===== src/rotenc_pkg.sv =====
// ----------------------------------------------------------------------------
// rotenc_pkg: shared types, codes and the quadrature table
// Word layouts of both channels, event codes, phase codes and the lookup of
// the seven-state detent table used by the phase tracker.
// ----------------------------------------------------------------------------
package rotenc_pkg;

    localparam int TIMER_WIDTH_DEFAULT = 16;
    localparam int CFG_WIDTH           = 16;
    localparam int CFG_INDEX_WIDTH     = 1;
    localparam logic [CFG_WIDTH-1:0] DEBOUNCE_RESET = 16'd4;

    // register indexes
    localparam logic [CFG_INDEX_WIDTH-1:0] REG_ENABLE   = 1'd0;
    localparam logic [CFG_INDEX_WIDTH-1:0] REG_DEBOUNCE = 1'd1;

    // item kinds
    localparam logic MODE_TICK    = 1'b0;
    localparam logic MODE_CONSUME = 1'b1;

    // event codes
    localparam logic [1:0] EV_IDLE = 2'd0;
    localparam logic [1:0] EV_CW   = 2'd1;
    localparam logic [1:0] EV_CCW  = 2'd2;
    localparam logic [1:0] EV_PUSH = 2'd3;

    // phase codes
    localparam logic [2:0] PH_START     = 3'd0;
    localparam logic [2:0] PH_CW_FINAL  = 3'd1;
    localparam logic [2:0] PH_CW_BEGIN  = 3'd2;
    localparam logic [2:0] PH_CW_NEXT   = 3'd3;
    localparam logic [2:0] PH_CCW_BEGIN = 3'd4;
    localparam logic [2:0] PH_CCW_FINAL = 3'd5;
    localparam logic [2:0] PH_CCW_NEXT  = 3'd6;

    typedef struct packed {
        logic mode;
        logic pin_a;
        logic pin_b;
        logic pin_push;
    } in_word_t;

    typedef struct packed {
        logic [1:0] event_res;
        logic       clean_a;
        logic       clean_b;
        logic       clean_push;
    } out_word_t;

    // one step of work handed to the trackers
    typedef struct packed {
        logic tick;
        logic consume;
    } step_ctl_t;

    typedef struct packed {
        logic [2:0] phase;
        logic [1:0] ev;
    } quad_entry_t;

    // column = A | (B << 1)
    function automatic quad_entry_t quad_lookup(input logic [2:0] phase, input logic [1:0] col);
        quad_entry_t e;
        e.phase = PH_START;
        e.ev    = EV_IDLE;
        case (phase)
            PH_START:
                case (col)
                    2'd1:    e.phase = PH_CW_BEGIN;
                    2'd2:    e.phase = PH_CCW_BEGIN;
                    default: e.phase = PH_START;
                endcase
            PH_CW_FINAL:
                case (col)
                    2'd0:    e.phase = PH_CW_NEXT;
                    2'd2:    e.phase = PH_CW_FINAL;
                    2'd3:    e.ev    = EV_CW;
                    default: e.phase = PH_START;
                endcase
            PH_CW_BEGIN:
                case (col)
                    2'd0:    e.phase = PH_CW_NEXT;
                    2'd1:    e.phase = PH_CW_BEGIN;
                    default: e.phase = PH_START;
                endcase
            PH_CW_NEXT:
                case (col)
                    2'd0:    e.phase = PH_CW_NEXT;
                    2'd1:    e.phase = PH_CW_BEGIN;
                    2'd2:    e.phase = PH_CW_FINAL;
                    default: e.phase = PH_START;
                endcase
            PH_CCW_BEGIN:
                case (col)
                    2'd0:    e.phase = PH_CCW_NEXT;
                    2'd2:    e.phase = PH_CCW_BEGIN;
                    default: e.phase = PH_START;
                endcase
            PH_CCW_FINAL:
                case (col)
                    2'd0:    e.phase = PH_CCW_NEXT;
                    2'd1:    e.phase = PH_CCW_FINAL;
                    2'd3:    e.ev    = EV_CCW;
                    default: e.phase = PH_START;
                endcase
            PH_CCW_NEXT:
                case (col)
                    2'd0:    e.phase = PH_CCW_NEXT;
                    2'd1:    e.phase = PH_CCW_FINAL;
                    2'd2:    e.phase = PH_CCW_BEGIN;
                    default: e.phase = PH_START;
                endcase
            default:
                e.phase = PH_START;
        endcase
        return e;
    endfunction

endpackage


===== src/rotenc_debounce.sv =====
// ----------------------------------------------------------------------------
// rotenc_debounce: one pin debouncer
// Down counter that reloads while the raw level matches the clean level and
// flips the clean level once it has run out on a differing tick.
// ----------------------------------------------------------------------------
module rotenc_debounce #(
    parameter int TIMER_WIDTH = rotenc_pkg::TIMER_WIDTH_DEFAULT
) (
    input  logic                   clk,
    input  logic                   rst_n,
    input  logic                   tick,
    input  logic                   raw,
    input  logic [TIMER_WIDTH-1:0] reload,
    output logic                   clean_next
);

    logic [TIMER_WIDTH-1:0] timer_reg;
    logic [TIMER_WIDTH-1:0] timer_next;
    logic                   clean_reg;

    always_comb
    begin
        timer_next = timer_reg;
        clean_next = clean_reg;
        if (tick)
        begin
            if (raw == clean_reg)
            begin
                timer_next = reload;
            end
            else if (timer_reg == '0)
            begin
                clean_next = raw;
                timer_next = reload;
            end
            else
            begin
                timer_next = timer_reg - TIMER_WIDTH'(1);
            end
        end
    end

    always_ff @(posedge clk or negedge rst_n)
    begin
        if (!rst_n)
        begin
            timer_reg <= TIMER_WIDTH'(rotenc_pkg::DEBOUNCE_RESET);
            clean_reg <= 1'b0;
        end
        else
        begin
            timer_reg <= timer_next;
            clean_reg <= clean_next;
        end
    end

endmodule


===== src/rotenc_quad.sv =====
// ----------------------------------------------------------------------------
// rotenc_quad: detent phase tracker and pending event latch
// Steps the quadrature table on clean A/B, latches push or rotation events
// and hands the pending event out on a consume.
// ----------------------------------------------------------------------------
module rotenc_quad (
    input  logic                  clk,
    input  logic                  rst_n,
    input  rotenc_pkg::step_ctl_t ctl,
    input  logic                  clean_a,
    input  logic                  clean_b,
    input  logic                  clean_push,
    output logic [1:0]            pending
);

    logic [2:0]              phase_reg;
    logic [2:0]              phase_next;
    logic [1:0]              pending_reg;
    logic [1:0]              pending_next;
    rotenc_pkg::quad_entry_t entry;

    assign entry   = rotenc_pkg::quad_lookup(phase_reg, {clean_b, clean_a});
    assign pending = pending_reg;

    always_comb
    begin
        phase_next   = phase_reg;
        pending_next = pending_reg;
        if (ctl.consume)
        begin
            pending_next = rotenc_pkg::EV_IDLE;
        end
        else if (ctl.tick)
        begin
            if (clean_push)
            begin
                pending_next = rotenc_pkg::EV_PUSH;
            end
            phase_next = entry.phase;
            // drop a rotation while something is pending
            if (pending_next == rotenc_pkg::EV_IDLE)
            begin
                pending_next = entry.ev;
            end
        end
    end

    always_ff @(posedge clk or negedge rst_n)
    begin
        if (!rst_n)
        begin
            phase_reg   <= rotenc_pkg::PH_START;
            pending_reg <= rotenc_pkg::EV_IDLE;
        end
        else
        begin
            phase_reg   <= phase_next;
            pending_reg <= pending_next;
        end
    end

endmodule


===== src/rotary_encoder_decoder.sv =====
// ----------------------------------------------------------------------------
// rotary_encoder_decoder: debounced quadrature encoder with push button
//
// Input channel (in_valid/in_ready/in_data): each word is either a poll tick
// carrying the raw A, B and push levels (mode 0) or a request to consume the
// pending event (mode 1). Output channel (out_valid/out_ready/out_data): one
// word per input word, carrying the consumed event (idle on ticks) and the
// clean pin levels after that word.
// Configuration: cfg_we writes cfg_data into register cfg_index at the clock
// edge (0 enable, 1 debounce reload); write only while the block is idle.
// Path: a word accepted into the input register is worked on from there and
// lands in the result register once that register is free or being taken.
// Throughput: one word per cycle while the result register is not stalled,
// set by the single pass from input register through debouncers and table
// lookup to the result register.
// Stall: while out_ready is low the result register holds; one further word
// waits in the input register, after which in_ready drops.
// Reset: enable off, reload 4, clean pins low, phase at start, nothing
// pending, both registers empty.
// ----------------------------------------------------------------------------
module rotary_encoder_decoder #(
    parameter int TIMER_WIDTH = rotenc_pkg::TIMER_WIDTH_DEFAULT
) (
    input  logic                                   clk,
    input  logic                                   rst_n,
    input  logic                                   in_valid,
    output logic                                   in_ready,
    input  rotenc_pkg::in_word_t                   in_data,
    output logic                                   out_valid,
    input  logic                                   out_ready,
    output rotenc_pkg::out_word_t                  out_data,
    input  logic                                   cfg_we,
    input  logic [rotenc_pkg::CFG_INDEX_WIDTH-1:0] cfg_index,
    input  logic [rotenc_pkg::CFG_WIDTH-1:0]       cfg_data
);

    // configuration registers
    logic                            enable_reg;
    logic [rotenc_pkg::CFG_WIDTH-1:0] debounce_reg;
    logic [TIMER_WIDTH-1:0]           reload;

    // input register
    logic                 in_valid_reg;
    rotenc_pkg::in_word_t in_word_reg;

    // result register
    logic                  out_valid_reg;
    rotenc_pkg::out_word_t out_word_reg;
    rotenc_pkg::out_word_t out_word_next;

    logic                  advance;
    rotenc_pkg::step_ctl_t ctl;
    logic                  clean_a_next;
    logic                  clean_b_next;
    logic                  clean_push_next;
    logic [1:0]            pending;

    // advance the held word when the result register is free or being taken
    assign advance  = in_valid_reg && (!out_valid_reg || out_ready);
    assign in_ready = !in_valid_reg || advance;

    assign ctl.consume = advance && (in_word_reg.mode == rotenc_pkg::MODE_CONSUME);
    assign ctl.tick    = advance && (in_word_reg.mode == rotenc_pkg::MODE_TICK) && enable_reg;

    // reload truncates or zero-extends to the timer width
    assign reload = TIMER_WIDTH'(debounce_reg);

    rotenc_debounce #(.TIMER_WIDTH(TIMER_WIDTH)) u_deb_a (
        .clk        (clk),
        .rst_n      (rst_n),
        .tick       (ctl.tick),
        .raw        (in_word_reg.pin_a),
        .reload     (reload),
        .clean_next (clean_a_next)
    );

    rotenc_debounce #(.TIMER_WIDTH(TIMER_WIDTH)) u_deb_b (
        .clk        (clk),
        .rst_n      (rst_n),
        .tick       (ctl.tick),
        .raw        (in_word_reg.pin_b),
        .reload     (reload),
        .clean_next (clean_b_next)
    );

    rotenc_debounce #(.TIMER_WIDTH(TIMER_WIDTH)) u_deb_push (
        .clk        (clk),
        .rst_n      (rst_n),
        .tick       (ctl.tick),
        .raw        (in_word_reg.pin_push),
        .reload     (reload),
        .clean_next (clean_push_next)
    );

    rotenc_quad u_quad (
        .clk        (clk),
        .rst_n      (rst_n),
        .ctl        (ctl),
        .clean_a    (clean_a_next),
        .clean_b    (clean_b_next),
        .clean_push (clean_push_next),
        .pending    (pending)
    );

    // a consume returns what was pending before this word; ticks report idle
    always_comb
    begin
        out_word_next.event_res  = ctl.consume ? pending : rotenc_pkg::EV_IDLE;
        out_word_next.clean_a    = clean_a_next;
        out_word_next.clean_b    = clean_b_next;
        out_word_next.clean_push = clean_push_next;
    end

    // control state and configuration
    always_ff @(posedge clk or negedge rst_n)
    begin
        if (!rst_n)
        begin
            enable_reg    <= 1'b0;
            debounce_reg  <= rotenc_pkg::DEBOUNCE_RESET;
            in_valid_reg  <= 1'b0;
            out_valid_reg <= 1'b0;
        end
        else
        begin
            if (cfg_we)
            begin
                case (cfg_index)
                    rotenc_pkg::REG_ENABLE:   enable_reg   <= cfg_data[0];
                    rotenc_pkg::REG_DEBOUNCE: debounce_reg <= cfg_data;
                    default:                  ;
                endcase
            end
            if (in_ready)
            begin
                in_valid_reg <= in_valid;
            end
            if (advance)
            begin
                out_valid_reg <= 1'b1;
            end
            else if (out_ready)
            begin
                out_valid_reg <= 1'b0;
            end
        end
    end

    // payload: hold unless a new word moves in
    always_ff @(posedge clk)
    begin
        if (in_valid && in_ready)
        begin
            in_word_reg <= in_data;
        end
        if (advance)
        begin
            out_word_reg <= out_word_next;
        end
    end

    assign out_valid = out_valid_reg;
    assign out_data  = out_word_reg;

endmodule


===== config.mk =====
export PLATFORM = sky130hd
export DESIGN_NAME = rotary_encoder_decoder
export DESIGN_NICKNAME = d
export VERILOG_FILES = /design/src/rotenc_pkg.sv /design/src/rotenc_debounce.sv /design/src/rotenc_quad.sv /design/src/rotary_encoder_decoder.sv
export SDC_FILE = /design/constraint.sdc
export NUM_CORES = 1
export LEC_CHECK = 0
export BUFFER_PORTS_ARGS = -buffer_cell sky130_fd_sc_hd__buf_2
export CAP_MARGIN = 15
export CORE_AREA = 2 2 97 99
export DETAILED_ROUTE_END_ITERATION = 7
export DIE_AREA = 0 0 99 101
export PLACE_DENSITY = 0.76
export SLEW_MARGIN = 25
export SYNTH_ARGS = -nofsm -noshare
export SYNTH_HDL_FRONTEND = slang
export SYNTH_HIERARCHICAL = 1
export SYNTH_SLANG_ARGS = --single-unit

===== constraint.sdc =====
create_clock -name clk -period 7.3 [get_ports clk]
set_input_delay 0.73 -clock clk [delete_from_list [all_inputs] [get_ports clk]]
set_output_delay 0.73 -clock clk [all_outputs]
set_load 0.005 [all_outputs]

Yosys cells after proc, flatten, opt, wreduce, memory -nomap -nowiden
Cells that the tools add are included.
{ "classes": {"eq_ne": 12, "muxes": 34, "n_reduce_logical": 20, "n_addsub": 3, "bitwise_logic": 3} }
{ "ops": {"columns": ["cell", "count"], "rows": [
  ["16-bit two-way mux", 6],
  ["16-bit zero test", 3],
  ["16-bit by 1-bit subtractor with 16-bit output, second input constant", 3],
  ["3-bit case mux with 7 select lines", 1],
  ["3-bit case mux with 2 select lines", 3],
  ["2-bit two-way mux", 7],
  ["1-bit two-way mux", 12],
  ["2-bit case mux with 2 select lines", 3],
  ["3-bit equality test, second input constant", 3],
  ["3-bit case mux with 3 select lines", 1],
  ["3-bit by 2-bit equality test with 1-bit output, second input constant", 2],
  ["2-bit case mux with 3 select lines", 1],
  ["2-bit AND reduction", 3],
  ["1-bit logical AND", 5],
  ["2-bit equality test, second input constant", 2],
  ["2-bit zero test", 2],
  ["2-bit nonzero test", 2],
  ["1-bit equality test", 3],
  ["3-bit by 1-bit equality test with 1-bit output, second input constant", 1],
  ["3-bit zero test", 1],
  ["1-bit NOT", 3],
  ["2-bit by 1-bit equality test with 1-bit output, second input constant", 1],
  ["1-bit zero test", 2],
  ["1-bit logical OR", 2]
]} }
{ "word_totals": {"input_bits": 26, "out_inout_bits": 7, "ff_bits": 84, "wordCells": 92} }

Depth between registers and ports, before layout
Gate-level depths: netlist (run 1).
{ "depth": {"depth_word": 13, "ltp_mapped": 10, "mapped_depth_nobuf": 8} }

By module
Netlist (run 1), hierarchy kept.
{ "by_module_without_submodules": {"columns": ["mod", "n_inst", "seq_area_each_um2", "cells_each", "area_per_inst_um2"], "rows": [
  ["rotenc_debounce", 3, 426.7, 130, 1149.9],
  ["rotary_encoder_decoder", 1, 747.0, 58, 1074.8],
  ["rotenc_quad", 1, 125.1, 40, 360.3]
]} }

Worst setup path after synthesis (run 1)
OpenSTA, ideal clock, no wires.
{ "synth_path": {"kind": "input port to flip-flop", "start": "in out_ready", "end": "reg u_quad.phase_reg[1]", "required_time_ns": 7.176, "path_buffers": 2, "cell_stages": 10, "setup_time_ns": 0.124, "arrival_time_ns": 2.831, "setup_slack_ns": 4.345, "path_cell_list": "nand2b_1 > and4b_1 > buf_2 > clkinv_1 > nor3_1 > mux2_2 > buf_6 > or3_1 > a21oi_1 > a211oi_1"} }
{ "synth_rtl": {"columns": ["item", "line", "source"], "rows": [
  ["start: declaration", "rotary_encoder_decoder.sv:30", "input logic out_ready,"],
  ["end signal: assignment", "rotenc_quad.sv:52", "phase_reg <= rotenc_pkg::PH_START;"],
  ["end signal: assignment", "rotenc_quad.sv:57", "phase_reg <= phase_next;"],
  ["end: declaration", "rotenc_quad.sv:16", "logic [2:0] phase_reg;"]
]} }

==> impl_results.md, run 1 <==
* Status: complete, no violations
* Clock sink count at 84
* CP most frequent cell: nor3_1
* Vias after detailed routing at 3944
* Reg-to-Reg End: u_quad/pending[0]$_DFFE_PN0P_
* Critical path's largest stage delay at 0.73 ns
* Die height at 101 µm
* All-Layer GR Usage at between 20 and 25%
* Yosys cell types at 61
* TritonCTS Buffers at 9
* CTS Hold Bufs at 0
* Fin Hold WS at approximately 0.38 ns
* Slew @ Worst Pin at approximately 0.83 ns
* Drt wl/cell at around 17 µm
* Root Driver: clkbuf_8
* Worst slew margin at 44.73%
* Post-synth EDFFs at 9
* Xor and xnor area share after synthesis at 0.5379%
* Setup ws final at about 3.6 ns
* Routed Wire Length at between 10 and 15 mm
* DP HPWL at 7.399 mm
* Post-synthesis async set-or-reset flop share at slightly below 90%
* Critical Path AT at 3.91 ns
* WP data required at 7.55 ns
* P per Cell Area at approximately 270 mW/mm²
* Drt first pass iters at 5
* Vias in the first global route at between 3000 and 4000
* GRT overflow at 0
* Final period util at about 50%
* Crit path time final at between 3 and 4 ns
* Max clock buf depth at 2
* Post-CTS setup buffers at 0
* GPL Wtd Cong at 0.8731
* Sequential area share after synthesis at between 40 and 50%
* Die width at ~99 µm
* Place WS at 3.266 ns
* Post-Syn Area at approximately 0.0049 mm²
* First-pass GRT wire length at approximately 18 mm
* CP cell instances: buf_2, nand2b_1, and4b_2, buf_4, clkinv_1, nor3_1, mux2_2, and3b_1, a311oi_1, nor3_1
* Hold/Removal Path Class: in2async
* Max Cap Violations at 0
* R2R Setup Slk at ~3.7 ns
* Cells after Synth at between 400 and 500
* Slowest cell on crit path: and4b_2
* Starting Density at between 50% and 60%
* CTS H-tree depth at 3
* Post-synthesis adder-cell area fraction at between 1.5 and 2%
* Post_cts resized at 0
* Peak Freq at ~270 MHz
* Worst Setup Path Type: in2reg
* Post-Synthesis Mean Instance Area at between 10 and 15 µm²
* Share of cells above drive strength 1 at a little under a fifth
* Power Total at ~1400 µW
* Post-layout net count at about 540
* Die ar. at about 0.010 mm²
* Compound-Gate Fraction of Synth Area at 16.88%
* Crit path launch type: primary input
* Largest net degree at the start of global routing at 76
* Mux share of post-synthesis cell area at between 10% and 20%
* Yosys reg bits at 84
* CORE AREA at roughly 0.009 mm²
* RSZ-0062 raised after global routing: no
* Peak supply drop at 132.3 µV
* Post-synthesis simple-gate area fraction at approximately 20%
* Drt drc at 0
* Total number of yosys warnings at 6
* Static Leakage at roughly 0.0022 µW
* Worst R2R Start: out_valid$_DFFE_PN0P_
* Initial antenna violation count at 0
* Combinational family with the most area after synthesis: simple AND/OR/NAND/NOR gates
* CTS tree: built
* Area added between synthesis and finish at 6.506%
* Rows at 35
* Clock slew at reported path FFs at about 0.1 ns
* Dominant synthesized flop cell: dfrtp_1
* IO Count at 33
* Worst-Skew Late Latency at between 0.3 and 0.4 ns
* Clock skew at 0.01570 ns
* Syn Nets at 520
* TNS Setup at 0 ns
* Ant. Diodes at 0
* Setup-failing EPs final at 0
* Vias per std cell at 6.300
* Worst r2r path cells at 9
* Iteration-0 DRC Markers at about 290
* Final Max Tran Viols at 0
* Post-route ant nets at 0
* Endpoints failing hold at 0
* CP Max Fanout at 51
* Crit end category: flop
* PortBufs at 32
[routing by layer]
metal,vias up,global-route usage (%),share of wire (%)
met2,110,37.42,48
li1,1850,-,-
met3,16,4.577,4.3
met5,-,0,0
met4,0,8.219,2.1
met1,1968,30.50,46
[final cells by class]
cell class	count	area, µm²
Fill cell	782	3775
Multi-Input combinational cell	346	2421
Sequential cell	84	2152
Timing Repair Buffer	33	173.9
Tap cell	111	138.9
Inverter	36	135.1
Clock buffer	9	123.9
Clock inverter	7	57.56
[synth_stat cells (4+ instances only)]
cell type,n,area (µm²)
a22oi_1,27,202.7
buf_2,4,20.02
a2bb2oi_1,6,52.55
ha_1,6,75.07
o211ai_1,11,82.58
nor4_2,6,75.07
nor4_1,9,56.30
dfrtp_1,71,1777
edfxtp_1,9,270.3
mux2_4,10,150.1
dfstp_2,4,105.1
nor2_1,24,90.09
mux2i_1,24,240.2
nor3_1,19,95.09
buf_6,6,67.56
a21oi_1,9,45.04
nand2_1,42,157.7
mux2_2,10,112.6
o211a_1,6,60.06
inv_1,33,123.9
nand4_1,7,43.79
nand3_1,16,80.08
or3_1,10,62.56
o21ai_0,35,175.2
[worst max-delay path by stage]
stage                                      end  startpoint  slack [ns]  cells after the start
2_1_floorplan  u_quad/phase_reg[1]$_DFFE_PN0P_   out_ready        4.34                     10
6_report         u_quad/pending[0]$_DFFE_PN0P_   out_ready        3.64                     10
3_3_place_gp     u_quad/pending[0]$_DFFE_PN0P_   out_ready        3.42                     10
3_5_place_dp     u_quad/pending[0]$_DFFE_PN0P_   out_ready        3.27                     10
4_1_cts          u_quad/pending[0]$_DFFE_PN0P_   out_ready        3.67                     10
5_1_grt          u_quad/pending[0]$_DFFE_PN0P_   out_ready        3.37                     10
[critical path: cells and delay by family]
| family | cells | cell delay, ns |
|---|---|---|
| and+or+nand+nor | 5 | 1.49 |
| buffers and inverters | 3 | 0.98 |
| AOI/OAI and AO/OA | 1 | 0.26 |
| muxes | 1 | 0.44 |
[metrics by stage]
stage | cell area, µm² | utilization, % | std cells
after global routing | 5202 | 57.95 | 626
after detailed placement | 5017 | 55.89 | 610
after CTS | 5199 | 57.91 | 626
after global placement | 5017 | 55.89 | 610
final | 5202 | 57.95 | 626
after floorplan | 4885 | - | 488
[cell usage in the layout, fill, tap and decap left out, types with 7 or more instances in the layout]
master,Yosys,final
a21oi_1,9,9
a22oi_1,27,27
buf_2,4,31
clkbuf_8,0,9
dfrtp_1,71,71
edfxtp_1,9,9
inv_1,33,33
mux2_2,10,10
mux2_4,10,10
mux2i_1,24,24
nand2_1,42,42
nand3_1,16,16
nand4_1,7,7
nor2_1,24,24
nor3_1,19,19
nor4_1,9,9
o211ai_1,11,11
o21ai_0,35,35
or3_1,10,10
[cells by family after synthesis]
logic type | Yosys count
fa+ha+maj | 6
buf+inv | 58
mux | 44
compound gates | 119
xor+xnor | 3
flops | 84
simple gates | 174
[power by group]
part           total (µW)  switching (µW)  internal, µW
registers             744             147           597
logic                 326             170           156
clock network         315             186           128
total                1380             502           882
No activity file was read; power rests on OpenSTA's default activity.
==> run 2, diff against run 1 <==
--- a/config.mk
+++ b/config.mk
@@ -5,11 +5,12 @@
 export SDC_FILE = /design/constraint.sdc
 export NUM_CORES = 1
 export LEC_CHECK = 0
+export ABC_AREA = 1
 export BUFFER_PORTS_ARGS = -buffer_cell sky130_fd_sc_hd__buf_2
 export CAP_MARGIN = 15
-export CORE_AREA = 2 2 97 99
+export CORE_AREA = 2 2 105 107
 export DETAILED_ROUTE_END_ITERATION = 7
-export DIE_AREA = 0 0 99 101
+export DIE_AREA = 0 0 107 109
 export PLACE_DENSITY = 0.76
 export SLEW_MARGIN = 25
 export SYNTH_ARGS = -nofsm -noshare
==> constraint.sdc (replaced) <==
create_clock -name clk -period 3.5 [get_ports clk]
set_input_delay 0.35 -clock clk [delete_from_list [all_inputs] [get_ports clk]]
set_output_delay 0.35 -clock clk [all_outputs]
set_load 0.005 [all_outputs]
==> impl_results.md, run 2 <==
* Status: complete, no violations
* P per Cell Area at roughly 730 mW/mm²
* Top-count cell post-synth: nand2_1
* CP bufs+invs at 3
* Total number of yosys warnings at 6
* WP data required at roughly 3.8 ns
* CP most frequent cell: nand3_1
* Post-CTS setup buffers at 0
* Critical path launch point: u_deb_a/timer_reg[0]$_DFFE_PN0P_
* Worst R2R Start: u_deb_a/timer_reg[0]$_DFFE_PN0P_
* Worst Setup Path Type: reg2reg
* Dominant synthesized flop cell: dfrtp_1
* Worst slew margin at between 50% and 60%
* Post-layout net count at ~900
* GRT overflow at 0
* RSZ-0062 raised after global routing: no
* DP HPWL at approximately 9.5 mm
* Vias after detailed routing at ~5000
* CORE AREA at around 0.011 mm²
* Most frequent cells in the layout: 307 x nand2_1, 115 x inv_1, 110 x nand3_1
* GPL Wtd Cong at around 0.94
* Routed Wire Length at between 10 and 15 mm
* Iteration-0 DRC Markers at around 270
* Crit path time final at 2.350 ns
* Clock slew at reported path FFs at around 0.090 ns
* All-Layer GR Usage at 23.91%
* Crit path launch type: flop
* Post-synth EDFFs at 9
* Post-Syn Area at approximately 0.0058 mm²
* Post-route ant nets at 0
* Starting Density at roughly 54%
* Drt first pass iters at 5
* Rows at 38
* Endpoints failing hold at 0
* Yosys cell types at 29
* Area added between synthesis and finish at 7.048%
* Clock sink count at 84
* Vias per std cell at just over 5
* Peak Freq at 425.6 MHz
* Die width at between 100 and 150 µm
* Worst-Skew Late Latency at 0.36 ns
* TritonCTS Buffers at 9
* Synth area leaders: dfrtp_1 31%, nand2_1 20%, nand3_1 9.6%, inv_1 7.5%, nor2_1 5.4%
* Ant. Diodes at 0
* Setup-failing EPs final at 0
* Post_cts resized at 0
* Clock skew at roughly 0.0094 ns
* Yosys reg bits at 84
* Cells after Synth at between 800 and 900
* TNS Setup at 0 ns
* CTS H-tree depth at 3
* First-pass GRT wire length at between 20 and 25 mm
* Slowest cell on crit path: a21oi_1
* Slew @ Worst Pin at about 0.68 ns
* IO Count at 33
* Static Leakage at 0.003221 µW
* Critical path's largest stage delay at ~0.42 ns
* Vias in the first global route at ~4600
* Post-Synthesis Mean Instance Area at slightly below 7 µm²
* Final Max Tran Viols at 0
* Crit end category: flop
* Crit-path leading delay family: simple AND/OR/NAND/NOR gates
* Fin Hold WS at approximately 0.0067 ns
* Drt drc at 0
* Largest net degree at the start of global routing at between 70 and 80
* Post-synthesis async set-or-reset flop share at about nine tenths
* Die height at ~110 µm
* Critical Path AT at around 2.7 ns
* Syn Nets at between 800 and 900
* CP cell instances: inv_1, ha_1, inv_1, nor2_1, nand3_1, nor2_1, nand3_1, a21oi_1, inv_1, nor2_1, nand3_1, nand3_1, nand2_1, nand2_1
* Final period util at between 60% and 70%
* Root Driver: clkbuf_8
* CTS Hold Bufs at 0
* Die ar. at around 0.012 mm²
* Yosys top cell area share at 30.89%
* Drt wl/cell at roughly 13 µm
* Commonest non-fill, non-tap cell in the layout: nand2_1
* Max clock buf depth at 2
* Initial antenna violation count at 0
* CP Max Fanout at 5
* PortBufs at 32
* Sequential area share after synthesis at between 30% and 40%
* Share of cells above drive strength 1 at ~14%
* CTS tree: built
* Hold/Removal Path Class: in2async
* Peak supply drop at 413.6 µV
* Synth top cells by count: 307 x nand2_1, 115 x inv_1, 110 x nand3_1, 83 x nor2_1, 71 x dfrtp_1
* Max Cap Violations at 0
* Largest area contributor in the netlist: dfrtp_1
## run 2: layout make-up
cell class              count  area, µm²
clock inverters             5      85.08
flip-flops and latches     84       2152
clock buffers              11      131.4
inverters                 123      461.7
multi-input cells         615       2970
well taps                 140      175.2
fillers                  1022       4446
repair buffers             34      181.4
## run 2: worst paths after layout
path,end,slack (ns),depth (start not counted)
worst max-delay path,u_quad/phase_reg[1]$_DFFE_PN0P_,1.15,14
worst min-delay path,u_deb_b/timer_reg[9]$_DFFE_PN0P_,0.007,1
worst max register to register,u_quad/phase_reg[1]$_DFFE_PN0P_,1.15,14
worst min register to register,debounce_reg[2]$_DFFE_PN1P_,0.50,2
max in group asynchronous,u_deb_push/timer_reg[15]$_DFFE_PN0P_,3.02,1
min in group clk,in_word_reg[2]$_DFFE_PP_,0.16,1
## run 2: routing by layer
| metal | up-vias | global-route usage [%] | wire, µm |
|---|---|---|---|
| li1 | 2637 | - | - |
| met1 | 2357 | 34.55 | 6243 |
| met2 | 101 | 37.99 | 6186 |
| met3 | 10 | 3.288 | 547 |
| met4 | 0 | 6.401 | 178 |
| met5 | - | 0 | 0 |
## run 2: through the flow
| step | utilization [%] | area, µm² | total power, µW | instances | worst slack [ns] |
|---|---|---|---|---|---|
| 4_1_cts | 58.04 | 6153 | 4463 | 1012 | 1.168 |
| 3_3_place_gp | 55.99 | 5937 | 3644 | 996 | 1.262 |
| 6_report | 58.07 | 6157 | 4466 | 1012 | 1.150 |
| 5_1_grt | 58.07 | 6157 | 4872 | 1012 | 0.8425 |
| 3_5_place_dp | 55.99 | 5937 | 3674 | 996 | 1.192 |
| 2_1_floorplan | - | 5752 | 3257 | 839 | 1.387 |
## run 2: cell families after synthesis
| group | count (synthesis) | synth area share [%] |
|---|---|---|
| buffers and inverters | 140 | 11.07 |
| adders and majority gates | 6 | 1.305 |
| and+or+nand+nor | 565 | 43.96 |
| AOI/OAI and AO/OA | 26 | 3.111 |
| xor gates and xnor gates | 18 | 3.133 |
| DFF | 84 | 37.42 |
## run 2: power breakdown
| part | total (µW) | internal (µW) | switching, µW |
|---|---|---|---|
| registers | 1680 | 1310 | 369 |
| logic | 2010 | 703 | 1310 |
| clock network | 776 | 408 | 368 |
